## config.mk

```make
export PLATFORM = sky130hd
export DESIGN_NAME = riff_wave_pcm_stream_parser_unit
export DESIGN_NICKNAME = d
export VERILOG_FILES = /design/src/rwp_pkg.sv /design/src/rwp_parser.sv /design/src/rwp_event_fifo.sv /design/src/rwp_emitter.sv /design/src/riff_wave_pcm_stream_parser_unit.sv
export SDC_FILE = /design/constraint.sdc
export NUM_CORES = 1
export LEC_CHECK = 0
export BUFFER_PORTS_ARGS = -buffer_cell sky130_fd_sc_hd__buf_2
export CAP_MARGIN = 5
export CORE_ASPECT_RATIO = 0.6
export CORE_MARGIN = 2
export CORE_UTILIZATION = 25
export CTS_CLUSTER_DIAMETER = 80
export DETAILED_ROUTE_END_ITERATION = 8
export PLACE_DENSITY = 0.42
export SLEW_MARGIN = 30
export SYNTH_ARGS = -nofsm -noshare
export SYNTH_HDL_FRONTEND = slang
export SYNTH_SLANG_ARGS = --single-unit
```

## constraint.sdc

```tcl
create_clock -name clock -period 6.2 [get_ports clock]
set_clock_uncertainty 0.1 [all_clocks]
set_input_delay 1.86 -clock clock [delete_from_list [all_inputs] [get_ports clock]]
set_output_delay 1.86 -clock clock [all_outputs]
set_load 0.05 [all_outputs]
```

## src/rwp_pkg.sv

```systemverilog
// ----------------------------------------------------------------------------
// rwp_pkg: shared types and constants for the WAV stream parser
// Status codes, chunk tags and the event record that passes from the byte
// parser through the event queue to the result emitter.
// ----------------------------------------------------------------------------
package rwp_pkg;

   // Status codes of the final status result
   typedef enum logic [2:0] {
      ST_OK            = 3'd0,
      ST_BAD_HEADER    = 3'd1,
      ST_BAD_FORMAT    = 3'd2,
      ST_MISSING_CHUNK = 3'd3,
      ST_TRUNCATED     = 3'd4
   } status_type;

   // Result kinds
   localparam logic KIND_SAMPLE = 1'b0;
   localparam logic KIND_STATUS = 1'b1;

   // Four-character codes, first byte in the low lane
   localparam logic [31:0] TAG_RIFF = 32'h4646_4952;
   localparam logic [31:0] TAG_WAVE = 32'h4556_4157;
   localparam logic [31:0] TAG_FMT  = 32'h2074_6D66;
   localparam logic [31:0] TAG_DATA = 32'h6174_6164;

   // Field values the fmt chunk must carry
   localparam logic [31:0] FMT_PCM      = 32'd1;
   localparam logic [31:0] FMT_MONO     = 32'd1;
   localparam logic [31:0] FMT_BITS     = 32'd16;
   localparam logic [31:0] FMT_BODY_LEN = 32'd16;

   localparam logic [31:0] RATE_RESET = 32'd16000;

   // Event queue geometry
   localparam int EVT_DEPTH = 4;
   localparam int EVT_PTR_W = $clog2(EVT_DEPTH);
   localparam int EVT_CNT_W = $clog2(EVT_DEPTH + 1);

   // Results caused by one byte: at most one sample and one status
   typedef struct packed {
      logic        has_sample;
      logic [15:0] sample;
      logic        has_status;
      status_type  status;
   } event_type;

endpackage

```

## src/rwp_parser.sv

```systemverilog
// ----------------------------------------------------------------------------
// rwp_parser: byte-level RIFF/WAVE parser (front end)
// Walks header, chunk headers, fmt fields, skipped bodies and sample data one
// byte per valid cycle and emits one event for each byte that causes results.
// ----------------------------------------------------------------------------
module rwp_parser (
   input  logic                clock,
   input  logic                reset,
   input  logic                byte_valid,
   input  logic [7:0]          data_byte,
   input  logic                end_of_file,
   input  logic                csr_write_enable,
   input  logic [31:0]         csr_write_data,
   output logic                evt_valid,
   output rwp_pkg::event_type  evt
);
   import rwp_pkg::*;

   typedef enum logic [2:0] {
      PH_RIFF,
      PH_CHUNK,
      PH_FMT,
      PH_SKIP,
      PH_DATA
   } phase_type;

   // Byte offsets within the headers
   localparam logic [3:0] RIFF_LAST  = 4'd11;
   localparam logic [3:0] WAVE_FIRST = 4'd8;
   localparam logic [3:0] CHUNK_LAST = 4'd7;
   localparam logic [3:0] FMT_LAST   = 4'd15;
   localparam logic [3:0] BITS_FIRST = 4'd14;

   phase_type   phase_ff, phase_in;
   logic [3:0]  idx_ff, idx_in;
   logic [31:0] len_ff, len_in;
   logic [1:0]  shift_ff, shift_in;
   logic [31:0] fval_ff, fval_in;
   logic [31:0] tag_ff, tag_in;
   logic        mis_ff, mis_in;
   logic        fmt_seen_ff, fmt_seen_in;
   logic [31:0] rem_ff, rem_in;
   logic [7:0]  hold_ff, hold_in;
   logic        done_ff, done_in;
   logic [31:0] rate_ff, rate_in;

   logic        mis;
   logic [31:0] fv_base;
   logic [1:0]  fs_base;
   logic [31:0] fv_new;
   logic [31:0] tag_new;
   logic [31:0] len_new;
   logic [31:0] dec;

   // Parse one byte
   always_comb begin
      phase_in    = phase_ff;
      idx_in      = idx_ff;
      len_in      = len_ff;
      shift_in    = shift_ff;
      fval_in     = fval_ff;
      tag_in      = tag_ff;
      mis_in      = mis_ff;
      fmt_seen_in = fmt_seen_ff;
      rem_in      = rem_ff;
      hold_in     = hold_ff;
      done_in     = done_ff;
      rate_in     = csr_write_enable ? csr_write_data : rate_ff;
      evt         = '0;
      mis         = mis_ff;
      fv_base     = fval_ff;
      fs_base     = shift_ff;
      fv_new      = fval_ff;
      tag_new     = tag_ff;
      len_new     = len_ff;
      dec         = len_ff;

      if (byte_valid) begin
         if (!done_ff) begin
            unique case (phase_ff)
               PH_RIFF: begin
                  if (idx_ff < 4'd4 && data_byte != TAG_RIFF[{idx_ff[1:0], 3'b000} +: 8]) begin
                     mis = 1'b1;
                  end
                  if (idx_ff >= WAVE_FIRST && data_byte != TAG_WAVE[{idx_ff[1:0], 3'b000} +: 8])
                  begin
                     mis = 1'b1;
                  end
                  mis_in = mis;
                  if (idx_ff == RIFF_LAST) begin
                     idx_in = '0;
                     if (mis) begin
                        evt.has_status = 1'b1;
                        evt.status     = ST_BAD_HEADER;
                        done_in        = 1'b1;
                     end else begin
                        phase_in = PH_CHUNK;
                     end
                  end else begin
                     idx_in = idx_ff + 4'd1;
                  end
               end
               PH_CHUNK: begin
                  // assemble id then length, little-endian
                  if (idx_ff == '0) begin
                     tag_new = '0;
                     len_new = '0;
                  end
                  if (idx_ff < 4'd4) begin
                     tag_new[{idx_ff[1:0], 3'b000} +: 8] = data_byte;
                  end else begin
                     len_new[{idx_ff[1:0], 3'b000} +: 8] = data_byte;
                  end
                  tag_in = tag_new;
                  len_in = len_new;
                  if (idx_ff == CHUNK_LAST) begin
                     idx_in = '0;
                     if (tag_new == TAG_FMT) begin
                        phase_in = PH_FMT;
                        mis_in   = 1'b0;
                        fval_in  = '0;
                        shift_in = '0;
                     end else if (tag_new == TAG_DATA) begin
                        if (!fmt_seen_ff) begin
                           evt.has_status = 1'b1;
                           evt.status     = ST_MISSING_CHUNK;
                           done_in        = 1'b1;
                        end else begin
                           rem_in = len_new;
                           if (len_new == '0) begin
                              evt.has_status = 1'b1;
                              evt.status     = ST_OK;
                              done_in        = 1'b1;
                           end else begin
                              phase_in = PH_DATA;
                           end
                        end
                     end else if (len_new != '0) begin
                        phase_in = PH_SKIP;
                     end
                  end else begin
                     idx_in = idx_ff + 4'd1;
                  end
               end
               PH_FMT: begin
                  // restart the field at each checked field boundary
                  if (idx_ff == 4'd0 || idx_ff == 4'd2 || idx_ff == 4'd4 ||
                      idx_ff == BITS_FIRST) begin
                     fv_base = '0;
                     fs_base = '0;
                  end
                  fv_new   = fv_base;
                  shift_in = fs_base;
                  if (idx_ff < WAVE_FIRST || idx_ff >= BITS_FIRST) begin
                     fv_new   = fv_base | ({24'd0, data_byte} << {fs_base, 3'b000});
                     shift_in = fs_base + 2'd1;
                  end
                  fval_in = fv_new;
                  if (idx_ff == 4'd1 && fv_new != FMT_PCM) mis = 1'b1;
                  if (idx_ff == 4'd3 && fv_new != FMT_MONO) mis = 1'b1;
                  if (idx_ff == 4'd7 && fv_new != rate_ff) mis = 1'b1;
                  if (idx_ff == FMT_LAST && fv_new != FMT_BITS) mis = 1'b1;
                  mis_in = mis;
                  if (idx_ff == FMT_LAST) begin
                     idx_in = '0;
                     if (mis) begin
                        evt.has_status = 1'b1;
                        evt.status     = ST_BAD_FORMAT;
                        done_in        = 1'b1;
                     end else begin
                        fmt_seen_in = 1'b1;
                        if (len_ff > FMT_BODY_LEN) begin
                           len_in   = len_ff - FMT_BODY_LEN;
                           phase_in = PH_SKIP;
                        end else begin
                           phase_in = PH_CHUNK;
                        end
                     end
                  end else begin
                     idx_in = idx_ff + 4'd1;
                  end
               end
               PH_SKIP: begin
                  if (len_ff != '0) dec = len_ff - 32'd1;
                  len_in = dec;
                  if (dec == '0) begin
                     phase_in = PH_CHUNK;
                     idx_in   = '0;
                  end
               end
               PH_DATA: begin
                  // pair bytes into one sample
                  if (idx_ff == '0) begin
                     hold_in = data_byte;
                     idx_in  = 4'd1;
                  end else begin
                     evt.has_sample = 1'b1;
                     evt.sample     = {data_byte, hold_ff};
                     idx_in         = '0;
                  end
                  dec = rem_ff;
                  if (rem_ff != '0) dec = rem_ff - 32'd1;
                  rem_in = dec;
                  if (dec == '0) begin
                     evt.has_status = 1'b1;
                     evt.status     = ST_OK;
                     done_in        = 1'b1;
                  end
               end
               default: begin
               end
            endcase
         end

         // close the file: report where it stopped if no status was given yet, then clear parse state
         if (end_of_file) begin
            if (!done_in) begin
               evt.has_status = 1'b1;
               unique case (phase_in)
                  PH_RIFF: evt.status = ST_BAD_HEADER;
                  PH_FMT:  evt.status = ST_BAD_FORMAT;
                  PH_DATA: evt.status = ST_TRUNCATED;
                  default: evt.status = ST_MISSING_CHUNK;
               endcase
            end
            phase_in    = PH_RIFF;
            idx_in      = '0;
            len_in      = '0;
            shift_in    = '0;
            fval_in     = '0;
            tag_in      = '0;
            mis_in      = 1'b0;
            fmt_seen_in = 1'b0;
            rem_in      = '0;
            hold_in     = '0;
            done_in     = 1'b0;
         end
      end
   end

   assign evt_valid = byte_valid && (evt.has_sample || evt.has_status);

   // Hold parse state and the rate register
   always_ff @(posedge clock) begin
      if (reset) begin
         phase_ff    <= PH_RIFF;
         idx_ff      <= '0;
         len_ff      <= '0;
         shift_ff    <= '0;
         fval_ff     <= '0;
         tag_ff      <= '0;
         mis_ff      <= 1'b0;
         fmt_seen_ff <= 1'b0;
         rem_ff      <= '0;
         hold_ff     <= '0;
         done_ff     <= 1'b0;
         rate_ff     <= RATE_RESET;
      end else begin
         phase_ff    <= phase_in;
         idx_ff      <= idx_in;
         len_ff      <= len_in;
         shift_ff    <= shift_in;
         fval_ff     <= fval_in;
         tag_ff      <= tag_in;
         mis_ff      <= mis_in;
         fmt_seen_ff <= fmt_seen_in;
         rem_ff      <= rem_in;
         hold_ff     <= hold_in;
         done_ff     <= done_in;
         rate_ff     <= rate_in;
      end
   end

endmodule

```

## src/rwp_event_fifo.sv

```systemverilog
// ----------------------------------------------------------------------------
// rwp_event_fifo: short event queue between parser and emitter
// Registered circular buffer with a fill count; read data is the head entry.
// ----------------------------------------------------------------------------
module rwp_event_fifo (
   input  logic                clock,
   input  logic                reset,
   input  logic                push_en,
   input  rwp_pkg::event_type  push_data,
   input  logic                pop_en,
   output logic                fifo_full,
   output logic                fifo_empty,
   output rwp_pkg::event_type  head
);
   import rwp_pkg::*;

   event_type              mem_ff [EVT_DEPTH];
   logic [EVT_PTR_W-1:0]   wr_ff, wr_in;
   logic [EVT_PTR_W-1:0]   rd_ff, rd_in;
   logic [EVT_CNT_W-1:0]   cnt_ff, cnt_in;

   assign fifo_full  = (cnt_ff == EVT_CNT_W'(EVT_DEPTH));
   assign fifo_empty = (cnt_ff == '0);
   assign head       = mem_ff[rd_ff];

   // Advance pointers and count
   always_comb begin
      wr_in  = push_en ? wr_ff + EVT_PTR_W'(1) : wr_ff;
      rd_in  = pop_en ? rd_ff + EVT_PTR_W'(1) : rd_ff;
      cnt_in = cnt_ff;
      if (push_en && !pop_en) cnt_in = cnt_ff + EVT_CNT_W'(1);
      if (!push_en && pop_en) cnt_in = cnt_ff - EVT_CNT_W'(1);
   end

   always_ff @(posedge clock) begin
      if (reset) begin
         wr_ff  <= '0;
         rd_ff  <= '0;
         cnt_ff <= '0;
      end else begin
         wr_ff  <= wr_in;
         rd_ff  <= rd_in;
         cnt_ff <= cnt_in;
      end
   end

   // Store entries
   always_ff @(posedge clock) begin
      if (push_en) begin
         mem_ff[wr_ff] <= push_data;
      end
   end

endmodule

```

## src/rwp_emitter.sv

```systemverilog
// ----------------------------------------------------------------------------
// rwp_emitter: result sequencer (back end)
// Takes one event at a time and presents its sample and status results in
// order, marking the final one of the event.
// ----------------------------------------------------------------------------
module rwp_emitter (
   input  logic                clock,
   input  logic                reset,
   input  logic                fifo_empty,
   input  rwp_pkg::event_type  head,
   output logic                fifo_pop,
   output logic                empty,
   input  logic                pop,
   output logic                rsp_kind,
   output logic [15:0]         rsp_sample,
   output logic [2:0]          rsp_status,
   output logic                rsp_last
);
   import rwp_pkg::*;

   event_type cur_ff, cur_in;
   logic      valid_ff, valid_in;
   logic      second_ff, second_in;

   logic show_sample;
   logic beat_done;
   logic split;
   logic load;

   // Drive the current result
   assign show_sample = cur_ff.has_sample && !second_ff;
   assign rsp_kind    = show_sample ? KIND_SAMPLE : KIND_STATUS;
   assign rsp_sample  = show_sample ? cur_ff.sample : 16'd0;
   assign rsp_status  = show_sample ? 3'(ST_OK) : 3'(cur_ff.status);
   assign rsp_last    = show_sample ? !cur_ff.has_status : 1'b1;
   assign empty       = !valid_ff;

   // Step through the event, refill from the queue
   assign beat_done = valid_ff && pop;
   assign split     = show_sample && cur_ff.has_status;
   assign load      = !fifo_empty && (!valid_ff || (beat_done && !split));
   assign fifo_pop  = load;

   always_comb begin
      cur_in    = cur_ff;
      valid_in  = valid_ff;
      second_in = second_ff;
      if (load) begin
         cur_in    = head;
         valid_in  = 1'b1;
         second_in = 1'b0;
      end else if (beat_done) begin
         if (split) begin
            second_in = 1'b1;
         end else begin
            valid_in = 1'b0;
         end
      end
   end

   always_ff @(posedge clock) begin
      if (reset) begin
         valid_ff  <= 1'b0;
         second_ff <= 1'b0;
      end else begin
         valid_ff  <= valid_in;
         second_ff <= second_in;
      end
   end

   // Hold event payload
   always_ff @(posedge clock) begin
      cur_ff <= cur_in;
   end

endmodule

```

## src/riff_wave_pcm_stream_parser_unit.sv

```systemverilog
// ----------------------------------------------------------------------------
// riff_wave_pcm_stream_parser_unit: WAV byte stream parser, 16-bit mono PCM
// Checks the RIFF/WAVE header and fmt chunk, skips unknown chunks and emits
// one signed sample per data byte pair, then one status result per file.
// ----------------------------------------------------------------------------
// Usage:
//   Input queue: drive req_data_byte and req_end_of_file with push; a beat is
//   taken at a clock edge where push is high and full is low. One byte per
//   cycle is sustained while full stays low; full rises only when the four-entry
//   event queue between parser and emitter is full.
//   Result queue: while empty is low the oldest result is on the rsp_ ports;
//   pop takes it. A result reaches the rsp_ ports through the event queue and
//   then the emitter's current-event register, after the edge that takes its byte.
//   A byte that causes both a sample and a status holds the result side for
//   two beats; every other result takes one beat.
//   rsp_last marks the final result caused by one byte.
//   When pop stays low, results back up into the event queue and full rises
//   once it fills; nothing is dropped.
//   csr_write_data is loaded into the required sample rate on any cycle with
//   csr_write_enable high; write it only while the block is idle.
//   Reset clears the parser, the queue and the emitter; the rate register
//   returns to 16000. The byte marked end_of_file returns the parser to the
//   header phase for the next file.
// ----------------------------------------------------------------------------
module riff_wave_pcm_stream_parser_unit (
   input  logic        clock,
   input  logic        reset,
   input  logic        push,
   output logic        full,
   input  logic [7:0]  req_data_byte,
   input  logic        req_end_of_file,
   output logic        empty,
   input  logic        pop,
   output logic        rsp_kind,
   output logic signed [15:0] rsp_sample,
   output logic [2:0]  rsp_status,
   output logic        rsp_last,
   input  logic        csr_write_enable,
   input  logic [31:0] csr_write_data
);
   import rwp_pkg::*;

   logic      fifo_full;
   logic      fifo_empty;
   logic      fifo_pop;
   logic      evt_valid;
   logic      accept;
   event_type evt;
   event_type head;
   logic [15:0] sample_bits;

   // Take a byte when the event queue has room
   assign full       = fifo_full;
   assign accept     = push && !fifo_full;
   assign rsp_sample = signed'(sample_bits);

   rwp_parser u_parser (
      .clock            (clock),
      .reset            (reset),
      .byte_valid       (accept),
      .data_byte        (req_data_byte),
      .end_of_file      (req_end_of_file),
      .csr_write_enable (csr_write_enable),
      .csr_write_data   (csr_write_data),
      .evt_valid        (evt_valid),
      .evt              (evt)
   );

   rwp_event_fifo u_fifo (
      .clock      (clock),
      .reset      (reset),
      .push_en    (evt_valid),
      .push_data  (evt),
      .pop_en     (fifo_pop),
      .fifo_full  (fifo_full),
      .fifo_empty (fifo_empty),
      .head       (head)
   );

   rwp_emitter u_emitter (
      .clock      (clock),
      .reset      (reset),
      .fifo_empty (fifo_empty),
      .head       (head),
      .fifo_pop   (fifo_pop),
      .empty      (empty),
      .pop        (pop),
      .rsp_kind   (rsp_kind),
      .rsp_sample (sample_bits),
      .rsp_status (rsp_status),
      .rsp_last   (rsp_last)
   );

endmodule
```

==> metrics.log, run 1 <==
[metrics] kind of path behind the tightest hold check: flip-flop to flip-flop
[metrics] most frequently used flop master after synthesis: sky130_fd_sc_hd__dfxtp_1
[metrics] count of pins over their slew limit: 0
[metrics] CP bufs+invs: 4
[metrics] Slew Limit Headroom: a little under a third
[metrics] top cells by area in the synthesized netlist: sky130_fd_sc_hd__dfxtp_1 23%, sky130_fd_sc_hd__edfxtp_1 19%, sky130_fd_sc_hd__nor2_1 5.4%, sky130_fd_sc_hd__a21oi_1 3.8%, sky130_fd_sc_hd__a22oi_1 3.4%
[metrics] post-cts sizing count: 0
[metrics] CP Class: input pin to flip-flop
[metrics] hold buffer count at CTS: 0
[metrics] Yosys warnings: 0
[metrics] die footprint: 0.06942 mm2
[metrics] worst-skew pair later-pin latency: around 0.56 ns
[metrics] I/O Buffers: roughly 70
[metrics] final-report setup violation count: 0
[metrics] Mapped Area: 0.01682 mm2
[metrics] DR iter-0 viols: around 1700
[metrics] utilization after layout: 29.32%
[metrics] peak per-stage delay on the critical path: between 0.5 and 0.6 ns
[metrics] final-layout worst hold slack: 0.3512 ns
[metrics] height of the chip: 204.9 um
[metrics] Syn-to-layout area delta: 15.77%
[metrics] estimated wirelength of the detail-placed design: a little under 50 mm
[metrics] crit path DAT: 6.02 ns
[metrics] wire per inst: 23.27 um
[metrics] achievable frequency: around 0.18 GHz
[metrics] post-synthesis cell type count: 93
[metrics] Post-synth EDFFs: about 110
[metrics] clk sink count: about 290
[metrics] number of cells produced by synthesis: around 1900
[metrics] Clock Root Buffer: sky130_fd_sc_hd__clkbuf_16
[metrics] final setup TNS: 0 ns
[metrics] cell accounting for the most synthesized area: sky130_fd_sc_hd__dfxtp_1
[metrics] Critical Path End Type: flip-flop
[metrics] total number of vias: about 16000
[metrics] max-capacitance violation count: 0
[metrics] initial cell density of the core: around 25%
[metrics] share of the yosys chip area belonging to registers: 41.25%
[metrics] total of fill cells in the finished design: just over 7000
[metrics] post-route clock period utilization: roughly 91%
[metrics] share of layout cells above drive strength 1: 13.76%
[metrics] number of vias per cell: roughly 5.5
[metrics] global-route wire length before repair: roughly 99 mm
[metrics] ANT nets after route: 0
[metrics] number of levels in the clock H-tree: 2
[metrics] detailed-router iteration count before antenna repair: 5
[metrics] maximum number of pins on one net before global-route repair: around 90
[metrics] source of the critical timing path: req_data_byte[1]
[metrics] critical path's most frequent cell: sky130_fd_sc_hd__inv_1
[metrics] Max Root-Sink Buffers: 3
[metrics] Num CTS Buffers: 34
[metrics] TritonCTS clock tree: yes
[metrics] CP cell instances: buf_2 -> inv_1 -> nor3_1 -> o21ai_0 -> nand4_1 -> nor4_1 -> a31oi_1 -> a211oi_1 -> a31oi_2 -> inv_1 -> ha_1 -> inv_1 -> fa_1 -> xor2_1 -> or3_1 -> a21oi_1
[metrics] DRT Wirelength: ~66 mm
[metrics] total nets after synthesis: a little under 2000
[metrics] number of primary I/O pins: 69
[metrics] leading cell type by number of instances after synthesis: sky130_fd_sc_hd__nor2_1
[metrics] global-route congestion overflow total: 0
[metrics] register bit count reported by yosys: 294
[metrics] Non-Filler Instances: 2842
[metrics] synth cell count leaders: 240 x sky130_fd_sc_hd__nor2_1, 189 x sky130_fd_sc_hd__dfxtp_1, 136 x sky130_fd_sc_hd__clkbuf_1
[metrics] standard cell core area: approximately 0.066 mm2
[metrics] Max stage delay cell, worst path: sky130_fd_sc_hd__a211oi_1
[metrics] RR Startpoint: u_parser.idx_ff[1]
[metrics] worst hold path startpoint: u_parser.fval_ff[24]
[metrics] floorplan row count: 73
[metrics] top-area cell type share of the netlist area: between 20 and 25%
[metrics] outcome: completed
[metrics] number of remaining DRC errors: 0
[metrics] slew at the pin closest to its max-slew limit: about 1.0 ns
[metrics] clock transition at the registers of the reported paths: around 0.06 ns
[metrics] antenna violations before repair: 2
[metrics] cell type group with the largest total delay on the critical path: compound AO/OA/AOI/OAI gates
[metrics] final hold violation count: 0
[metrics] DIE WIDTH: about 340 um
[metrics] Min Clock Period, post-route: 5.652 ns
[metrics] Static Leakage: approximately 0.0068 uW
[metrics] placed cell count: ~2800
[metrics] number of global-route vias before repair: 14660
[metrics] kind of launch point of the worst setup path: input pin
[metrics] final weighted congestion of routability-driven global placement: 1.002
[metrics] required arrival time at the worst endpoint: between 6 and 7 ns
[metrics] FFs w/ async S/R, synth: 0%
[metrics] mean instance size in the synthesized netlist: about 8.9 um2
[metrics] total routing resource utilization after global routing: a little under a fifth
[metrics] nets: ~2000
[metrics] number of post-CTS setup repair buffers: 0
[metrics] cell area power density: between 300 and 400 mW/mm2
[metrics] worst supply voltage drop on vdd: around 0.15 mV
[metrics] Max Fanout on Critical Path: 9
[metrics] unrepaired setup endpoints after global routing: false
[metrics] Overall Power: 5877 uW
==> final timing paths <==
path	endpoint	slack, ns	cells past startpoint
hold / removal	u_parser.fval_ff[24]	0.35	2
setup reg to reg	u_fifo.cnt_ff[2]	0.61	17
hold reg to reg	u_parser.fval_ff[24]	0.35	2
setup / recovery	u_fifo.cnt_ff[2]	0.55	16
==> worst register-to-register path, cell delays in order, from the launching register on <==
cell	delay, ns
sky130_fd_sc_hd__dfxtp_1	0.45
sky130_fd_sc_hd__inv_1	0.24
sky130_fd_sc_hd__ha_1	0.48
sky130_fd_sc_hd__inv_1	0.22
sky130_fd_sc_hd__a32o_1	0.37
sky130_fd_sc_hd__a21boi_1	0.22
sky130_fd_sc_hd__a221o_1	0.34
sky130_fd_sc_hd__nor4_1	0.59
sky130_fd_sc_hd__a31oi_1	0.36
sky130_fd_sc_hd__a211oi_1	0.58
sky130_fd_sc_hd__a31oi_2	0.20
sky130_fd_sc_hd__inv_1	0.09
sky130_fd_sc_hd__ha_1	0.17
sky130_fd_sc_hd__inv_1	0.07
sky130_fd_sc_hd__fa_1	0.43
sky130_fd_sc_hd__xor2_1	0.15
sky130_fd_sc_hd__or3_1	0.31
sky130_fd_sc_hd__a21oi_1	0.14
==> sequential cells by signal, summed over array words and instances (netlist names), 2 cells and up <==
name,cells
u_fifo.mem_ff,84
u_parser.idx_ff,4
u_parser.len_ff,32
u_parser.fval_ff,32
u_parser.rem_ff,32
u_parser.rate_ff,32
u_fifo.rd_ff,2
u_parser.shift_ff,2
u_emitter.cur_ff,21
u_parser.tag_ff,32
u_parser.phase_ff,3
u_fifo.wr_ff,2
u_parser.hold_ff,8
u_fifo.cnt_ff,3
==> per-stage QoR <==
stage | setup WS [ns] | area, um2
floorplan | 0.9129 | 16820
global placement | 0.1866 | 18330
detailed placement | 0.08362 | 18340
CTS | 0.6577 | 19450
global route | 0.1461 | 19470
finish | 0.5477 | 19470
==> per-layer routing <==
metal / global-route usage [%] / share of wire (%)
met1: 30.44 / 52
met5: 0 / 0
met2: 22.42 / 35
met4: 3.302 / 1.3
met3: 6.728 / 11
==> placed cells by master, fill, tap and decap left out, types with 29 or more instances in the layout <==
cell type,synthesis,layout
sky130_fd_sc_hd__a21oi_1,129,128
sky130_fd_sc_hd__o21ai_0,66,65
sky130_fd_sc_hd__nor4_1,41,39
sky130_fd_sc_hd__nand4_1,39,39
sky130_fd_sc_hd__edfxtp_1,105,105
sky130_fd_sc_hd__buf_2,3,66
sky130_fd_sc_hd__buf_4,2,75
sky130_fd_sc_hd__or4_1,30,30
sky130_fd_sc_hd__nand2_1,127,127
sky130_fd_sc_hd__nor2_1,240,240
sky130_fd_sc_hd__a22o_1,35,35
sky130_fd_sc_hd__xnor2_1,37,37
sky130_fd_sc_hd__and2_1,49,49
sky130_fd_sc_hd__dfxtp_1,189,187
sky130_fd_sc_hd__mux2i_1,39,39
sky130_fd_sc_hd__nor3_1,50,47
sky130_fd_sc_hd__clkbuf_16,0,34
sky130_fd_sc_hd__inv_1,37,37
sky130_fd_sc_hd__nand3_1,29,29
sky130_fd_sc_hd__a22oi_1,77,77
sky130_fd_sc_hd__or3_1,30,30
sky130_fd_sc_hd__xor2_1,31,31
==> area by class of cell <==
type / count / area [um2] / share of cell area [%]
flip-flops and latches: 294 / 6939 / 35.64
multi-input cells: 1401 / 9149 / 46.99
inverters: 37 / 138.9 / 0.7134
clock inverters: 14 / 125.1 / 0.6427
diodes: 1 / 2.502 / 0.01285
well taps: 900 / 1126 / 5.784
repair buffers: 147 / 1005 / 5.161
clock buffers: 48 / 983.4 / 5.051
==> cells by family after synthesis <==
logic type      count (synthesis)  synth area share [%]
compound gates                505                 20.62
xor+xnor                       68                 3.542
fa+ha+maj                      20                 1.533
buf+inv                       200                 4.710
flops                         294                 41.25
mux                            60                 5.134
simple gates                  748                 23.21
==> power by group <==
group	switching, uW	internal, uW	leakage [uW]	total (uW)
Sequential	83.3	2160	0.00250	2240
Combinational	1100	499	0.00379	1600
Clock	898	1130	0.000540	2030
No activity file was read; power rests on OpenSTA's default activity.
==> inputs of run 2 (changes only) <==
Settings changed: MAX_ROUTING_LAYER set to met4.
==> run 2 against run 1 <==
Compared with the run above:
- die area unchanged
- clock-buffer cell count down 6
- clock power down 3%
- critical endpoint unchanged
- power down 0.77%
==> metrics.log, run 2 (synthesis results as in run 1) <==
[metrics] outcome: completed
[metrics] crit path DAT: 6.10 ns (+0.08 ns)
[metrics] antenna violations before repair: 1 (-1)
[metrics] post-cts sizing count: 0 (unchanged)
[metrics] worst supply voltage drop on vdd: 0.2111 mV (+41%)
[metrics] required arrival time at the worst endpoint: 6.62 ns (+0.05 ns)
[metrics] maximum number of pins on one net before global-route repair: 85 (-4.5%)
[metrics] flip-flop count of the largest register, all copies and words added: 84 (unchanged)
[metrics] DIE WIDTH: 338.8 um (unchanged)
[metrics] peak per-stage delay on the critical path: 0.64 ns (+0.06 ns)
[metrics] max-capacitance violation count: 0 (unchanged)
[metrics] Register-to-Register Setup Slack: 0.52 ns (-0.09 ns)
[metrics] DRT Wirelength: 66.61 mm (+0.74%)
[metrics] TritonCTS clock tree: yes
[metrics] critical path's most frequent cell: sky130_fd_sc_hd__inv_1
[metrics] worst-skew pair later-pin latency: 0.62 ns (+0.06 ns)
[metrics] Syn-to-layout area delta: 15.48%
[metrics] initial cell density of the core: 25.32% (unchanged)
[metrics] floorplan row count: 73 (unchanged)
[metrics] most frequent standard cell in the layout excluding fill and tap cells: sky130_fd_sc_hd__nor2_1
[metrics] CP Class: flip-flop to flip-flop
[metrics] slew at the pin closest to its max-slew limit: 0.9895 ns (-0.03118 ns)
[metrics] post-route clock period utilization: 91.62% (+0.45 points)
[metrics] source of the critical timing path: u_parser.idx_ff[0]
[metrics] kind of path behind the tightest hold check: flip-flop to flip-flop
[metrics] final weighted congestion of routability-driven global placement: 1.037 (+3.5%)
[metrics] clock transition at the registers of the reported paths: 0.07 ns (about the same)
[metrics] final hold violation count: 0 (unchanged)
[metrics] nets: 1980 (-0.050%)
[metrics] Critical Path End Type: flip-flop
[metrics] cell area power density: 300.3 mW/mm2 (-0.52%)
[metrics] Num CTS Buffers: 31 (-8.8%)
[metrics] hold buffer count at CTS: 0 (unchanged)
[metrics] global-route wire length before repair: 99.42 mm (+0.43%)
[metrics] register containing the most flip-flops in the final layout: u_fifo.mem_ff
[metrics] share of layout cells above drive strength 1: 13.56% (-0.19 points)
[metrics] estimated wirelength of the detail-placed design: 48.91 mm (+1.5%)
[metrics] total number of vias: 15860 (+1.5%)
[metrics] Max Fanout on Critical Path: 14 (+5)
[metrics] most used cells in the layout excluding fill and tap cells: 240 x sky130_fd_sc_hd__nor2_1, 187 x sky130_fd_sc_hd__dfxtp_1, 128 x sky130_fd_sc_hd__a21oi_1, 127 x sky130_fd_sc_hd__nand2_1, 105 x sky130_fd_sc_hd__edfxtp_1
[metrics] Crit Reg-Reg Endpoint: u_fifo.cnt_ff[2]
[metrics] crit path capture: u_fifo.cnt_ff[2]
[metrics] die footprint: 0.06942 mm2 (unchanged)
[metrics] Max stage delay cell, worst path: sky130_fd_sc_hd__dfxtp_1
[metrics] Max Root-Sink Buffers: 3 (unchanged)
[metrics] clk sink count: 294 (unchanged)
[metrics] detailed-router iteration count before antenna repair: 6 (+1)
[metrics] CP bufs+invs: 4 (unchanged)
[metrics] Slew Limit Headroom: 33.43% (+1.5 points)
[metrics] CP cell instances: inv_1 -> ha_1 -> nand2b_1 -> o21a_1 -> a21boi_1 -> a221o_1 -> nor4_1 -> buf_4 -> a31oi_1 -> a211oi_1 -> a31oi_2 -> inv_1 -> ha_1 -> inv_1 -> fa_1 -> xor2_1 -> or3_1 -> a21oi_1
[metrics] global-route congestion overflow total: 0 (unchanged)
[metrics] number of global-route vias before repair: 14690 (+0.18%)
[metrics] unrepaired setup endpoints after global routing: false
[metrics] number of vias per cell: 5.583 (+1.6%)
[metrics] flip-flop and latch area: 0.006939 mm2 (unchanged)
[metrics] number of primary I/O pins: 69 (unchanged)
[metrics] utilization after layout: 29.24% (-0.075 points)
[metrics] RR Startpoint: u_parser.idx_ff[0]
[metrics] total routing resource utilization after global routing: 19.28% (+0.54 points)
[metrics] height of the chip: 204.9 um (unchanged)
[metrics] area of the multi-input gates: 0.009164 mm2 (+0.16%)
[metrics] cell type group with the largest total delay on the critical path: compound AO/OA/AOI/OAI gates
[metrics] Clock Root Buffer: sky130_fd_sc_hd__clkbuf_16
[metrics] kind of launch point of the worst setup path: flip-flop
[metrics] Static Leakage: 0.006822 uW (-0.24%)
[metrics] total of fill cells in the finished design: 7071 (-1.3%)
[metrics] standard cell core area: 0.06640 mm2 (unchanged)
[metrics] final setup TNS: 0 ns (unchanged)
[metrics] number of remaining DRC errors: 0 (unchanged)
[metrics] Min Clock Period, post-route: 5.680 ns (+0.02818 ns)
[metrics] achievable frequency: 0.1760 GHz (-0.50%)
[metrics] wire per inst: 23.45 um (+0.81%)
[metrics] count of pins over their slew limit: 0 (unchanged)
[metrics] number of post-CTS setup repair buffers: 0 (unchanged)
[metrics] DR iter-0 viols: 1734 (+0.17%)
[metrics] final-report setup violation count: 0 (unchanged)
[metrics] number of gates on the worst path with buffers counted: 18 (+2)
[metrics] number of levels in the clock H-tree: 1 (-1)
[metrics] ANT nets after route: 0 (unchanged)
[metrics] count of cells along the worst register-to-register path: 18 (+1)
[metrics] I/O Buffers: 68 (unchanged)
-- run 2: worst min-delay path, cell delays in order (launching register included) --
cell and delay (ns):
sky130_fd_sc_hd__dfxtp_1 0.31, sky130_fd_sc_hd__nand2_1 0.05, sky130_fd_sc_hd__a21oi_1 0.05
-- run 2: cell type report --
type | instances | share of cell area [%]
Antenna cell | 1 | 0.01289
Multi-Input combinational cell | 1401 | 47.19
Clock buffer | 42 | 4.362
Tap cell | 900 | 5.799
Timing Repair Buffer | 149 | 5.187
Clock inverter | 16 | 0.9987
Inverter | 37 | 0.7152
Sequential cell | 294 | 35.73
-- run 2: worst min path at each step --
stage	from	to	slack, ns	cells after the start
2_1_floorplan	u_parser.fval_ff[13]	u_parser.fval_ff[13]	0.33	2
3_3_place_gp	u_parser.fval_ff[23]	u_parser.fval_ff[23]	0.34	2
3_5_place_dp	u_parser.fval_ff[13]	u_parser.fval_ff[13]	0.34	2
4_1_cts	u_parser.fval_ff[13]	u_parser.fval_ff[13]	0.35	2
5_1_grt	u_parser.fval_ff[9]	u_parser.fval_ff[9]	0.38	2
6_report	u_parser.fval_ff[13]	u_parser.fval_ff[13]	0.35	2
-- run 2: layer usage --
layer | part of all wire [%] | vias to the layer above | track usage [%]
met1 | 53 | 7909 | 30.92
met3 | 10 | 53 | 5.447
met5 | 0 | - | -
met4 | 1.0 | 0 | 2.429
met2 | 36 | 740 | 23.13
li1 | - | 7153 | -
-- run 2: stage by stage --
stage	setup WS [ns]	cells	power (uW)	instance area [um2]	hold slack, ns
floorplan	0.9129	1895	3378	16820	0.3273
global placement	0.3341	2781	3878	18330	0.3402
detailed placement	0.1786	2781	3881	18350	0.3426
CTS	0.6242	2839	5884	19390	0.3519
global route	0.1362	2839	6104	19420	0.3786
finish	0.5195	2840	5831	19420	0.3523
-- run 2: power by group --
part	internal (uW)	switching, uW
Combinational	500	1110
Clock	1120	846
Sequential	2160	85.4
Total	3790	2050
==> inputs of run 3 (changes only) <==
--- a/config.mk
+++ b/config.mk
@@ -15,4 +15,5 @@
 export MAX_ROUTING_LAYER = met4
 export PLACE_DENSITY = 0.42
+export REMOVE_ABC_BUFFERS = 1
 export SLEW_MARGIN = 30
 export SYNTH_ARGS = -nofsm -noshare
==> constraint.sdc (replaced) <==
create_clock -name clock -period 6.2 [get_ports clock]
set_clock_uncertainty 0.1 [all_clocks]
set_input_delay 0.62 -clock clock [delete_from_list [all_inputs] [get_ports clock]]
set_output_delay 0.62 -clock clock [all_outputs]
set_load 0.05 [all_outputs]
==> run 3 against run 2 <==
Compared with the run above:
- largest power group unchanged
- cell count is 0.85% lower
- worst hold slack worse by 0.24 ns
- critical path type unchanged
- die area did not move
- register-to-register slack got worse by 0.03 ns
==> metrics.log, run 3 (synthesis results as in run 1) <==
[metrics] max-capacitance violation count: 0 (unchanged)
[metrics] global-route wire length before repair: 100.8 mm (+1.4%)
[metrics] post-route clock period utilization: 92.07% (+0.45 points)
[metrics] number of global-route vias before repair: 14490 (-1.4%)
[metrics] wire length on met1: 35.85 mm (+1.6%)
[metrics] clk sink count: 294 (unchanged)
[metrics] hold buffer count at CTS: 0 (unchanged)
[metrics] kind of path behind the tightest hold check: input pin to flip-flop
[metrics] DRT Wirelength: 67.82 mm (+1.8%)
[metrics] Max Root-Sink Buffers: 3 (unchanged)
[metrics] CP cell instances: buf_4 -> inv_1 -> ha_1 -> inv_1 -> o21a_1 -> nand2b_1 -> a221o_1 -> nor4_1 -> a31oi_1 -> a211oi_1 -> a31oi_2 -> inv_1 -> ha_1 -> inv_1 -> fa_1 -> xor2_1 -> or3_1 -> a21oi_1
[metrics] CP bufs+invs: 5 (+1)
[metrics] worst-skew pair later-pin latency: 0.64 ns (+0.02 ns)
[metrics] number of post-CTS setup repair buffers: 0 (unchanged)
[metrics] met3 wire len: 6.994 mm (+2.0%)
[metrics] Met2 Routed Length: 24.07 mm (+1.2%)
[metrics] final setup TNS: 0 ns (unchanged)
[metrics] final hold violation count: 0 (unchanged)
[metrics] placed cell count: 2758 (-0.83%)
[metrics] number of remaining DRC errors: 0 (unchanged)
[metrics] required arrival time at the worst endpoint: 6.63 ns (about the same)
[metrics] critical path's most frequent cell: sky130_fd_sc_hd__inv_1
[metrics] CP Class: flip-flop to flip-flop
[metrics] most used cells in the layout excluding fill and tap cells: 240 x sky130_fd_sc_hd__nor2_1, 189 x sky130_fd_sc_hd__dfxtp_1, 127 x sky130_fd_sc_hd__nand2_1, 127 x sky130_fd_sc_hd__a21oi_1, 105 x sky130_fd_sc_hd__edfxtp_1
[metrics] post-cts sizing count: 0 (unchanged)
[metrics] TritonCTS clock tree: yes
[metrics] Max stage delay cell, worst path: sky130_fd_sc_hd__a211oi_1
[metrics] uppermost routed layer: met4
[metrics] ANT nets after route: 0 (unchanged)
[metrics] slew at the pin closest to its max-slew limit: 1.018 ns (+0.02830 ns)
[metrics] Slew Limit Headroom: 31.52% (-1.9 points)
[metrics] initial cell density of the core: 25.32% (unchanged)
[metrics] most frequent standard cell in the layout excluding fill and tap cells: sky130_fd_sc_hd__nor2_1
[metrics] worst supply voltage drop on vdd: 0.2192 mV (+3.9%)
[metrics] floorplan row count: 73 (unchanged)
[metrics] nets: 1957 (-1.2%)
[metrics] die footprint: 0.06942 mm2 (unchanged)
[metrics] unrepaired setup endpoints after global routing: false
[metrics] Non-Filler Instances: 2816 (-0.85%)
[metrics] maximum number of pins on one net before global-route repair: 70 (-18%)
[metrics] outcome: completed
[metrics] total of fill cells in the finished design: 7046 (-0.35%)
[metrics] number of primary I/O pins: 69 (unchanged)
[metrics] estimated wirelength of the detail-placed design: 48.52 mm (-0.80%)
[metrics] cell area power density: 302.5 mW/mm2 (+0.72%)
[metrics] clock transition at the registers of the reported paths: 0.08 ns (about the same)
[metrics] peak per-stage delay on the critical path: 0.56 ns (-0.08 ns)
[metrics] count of pins over their slew limit: 0 (unchanged)
[metrics] global-route congestion overflow total: 0 (unchanged)
[metrics] cell type group with the largest total delay on the critical path: compound AO/OA/AOI/OAI gates
[metrics] register containing the most flip-flops in the final layout: u_fifo.mem_ff
[metrics] crit path DAT: 6.14 ns (+0.04 ns)
[metrics] Clock Root Buffer: sky130_fd_sc_hd__clkbuf_16
[metrics] final weighted congestion of routability-driven global placement: 0.9570 (-7.7%)
[metrics] Static Leakage: 0.006681 uW (-2.1%)
[metrics] number of vias per cell: 5.586 (about the same)
[metrics] antenna violations before repair: 1 (unchanged)
[metrics] flip-flop count of the largest register, all copies and words added: 84 (unchanged)
[metrics] Max Fanout on Critical Path: 16 (+2)
[metrics] final-report setup violation count: 0 (unchanged)
[metrics] DIE WIDTH: 338.8 um (unchanged)
[metrics] I/O Buffers: 68 (unchanged)
[metrics] wire per inst: 24.08 um (+2.7%)
[metrics] Min Clock Period, post-route: 5.708 ns (+0.02760 ns)
[metrics] share of layout cells above drive strength 1: 12.32% (-1.2 points)
[metrics] height of the chip: 204.9 um (unchanged)
[metrics] total number of vias: 15730 (-0.78%)
[metrics] achievable frequency: 0.1752 GHz (-0.48%)
[metrics] Overall Power: 5782 uW (-0.85%)
[metrics] Num CTS Buffers: 31 (unchanged)
[metrics] number of levels in the clock H-tree: 1 (unchanged)
[metrics] Critical Path End Type: flip-flop
[metrics] detailed-router iteration count before antenna repair: 5 (-1)
[metrics] standard cell core area: 0.06640 mm2 (unchanged)
[metrics] DR iter-0 viols: 2008 (+16%)
[metrics] kind of launch point of the worst setup path: flip-flop
[metrics] Syn-to-layout area delta: 13.67%
[metrics] total routing resource utilization after global routing: 19.75% (+0.47 points)
run 3: changes by cell type in the layout (fill, tap and decap cells not counted), moves of 4 or more:
| cell | change |
|---|---|
| sky130_fd_sc_hd__buf_12 | -4 |
| sky130_fd_sc_hd__buf_4 | -19 |
| sky130_fd_sc_hd__clkbuf_1 | -4 |
| sky130_fd_sc_hd__clkinv_2 | +7 |
run 3: worst paths after layout:
| path | start | end | slack [ns] | cells past startpoint |
|---|---|---|---|---|
| setup / recovery | u_parser.idx_ff[0] | u_fifo.cnt_ff[2] | 0.49 | 18 |
| hold / removal | csr_write_data[13] | u_parser.rate_ff[13] | 0.11 | 3 |
| setup reg to reg | u_parser.idx_ff[0] | u_fifo.cnt_ff[2] | 0.49 | 18 |
| hold reg to reg | u_parser.fval_ff[13] | u_parser.fval_ff[13] | 0.35 | 2 |
run 3: worst min-delay path: cells and delay by family:
| family | cells | cell delay (ns) |
|---|---|---|
| buf+inv | 1 | 0.08 |
| simple gates | 1 | 0.06 |
| mux | 1 | 0.05 |
run 3: through the flow:
stage                     hold WS, ns  utilization, %  worst slack [ns]  area, um2
after floorplan                0.3212               -            0.8710      16160
after global placement         0.3373           27.25            0.7897      18090
after detailed placement       0.3416           27.25            0.6684      18090
after CTS                     0.09109           28.76            0.6140      19100
after global routing           0.1018           28.79          0.007927      19110
final                          0.1110           28.79            0.4919      19110
run 3: final cells by class:
type	count	area [um2]	area share, %
antenna	1	2.502	0.01309
clock buffer	36	804.5	4.209
clock inverter	21	202.7	1.060
inverter	37	138.9	0.7266
multi-input combinational	1401	9119	47.71
sequential	294	6937	36.29
tap	900	1126	5.891
timing repair buffer	126	784.5	4.104
run 3: routing by layer:
metal | global-route usage, % | vias to the layer above
li1 | - | 7110
met1 | 31.94 | 7781
met2 | 23.64 | 772
met3 | 5.020 | 68
met4 | 2.857 | 0
met5 | - | -
run 3: report_power, final:
| part | switching [uW] | total [uW] | internal (uW) |
|---|---|---|---|
| clock network | 868 | 1930 | 1060 |
| logic | 1130 | 1620 | 485 |
| registers | 79.7 | 2240 | 2160 |
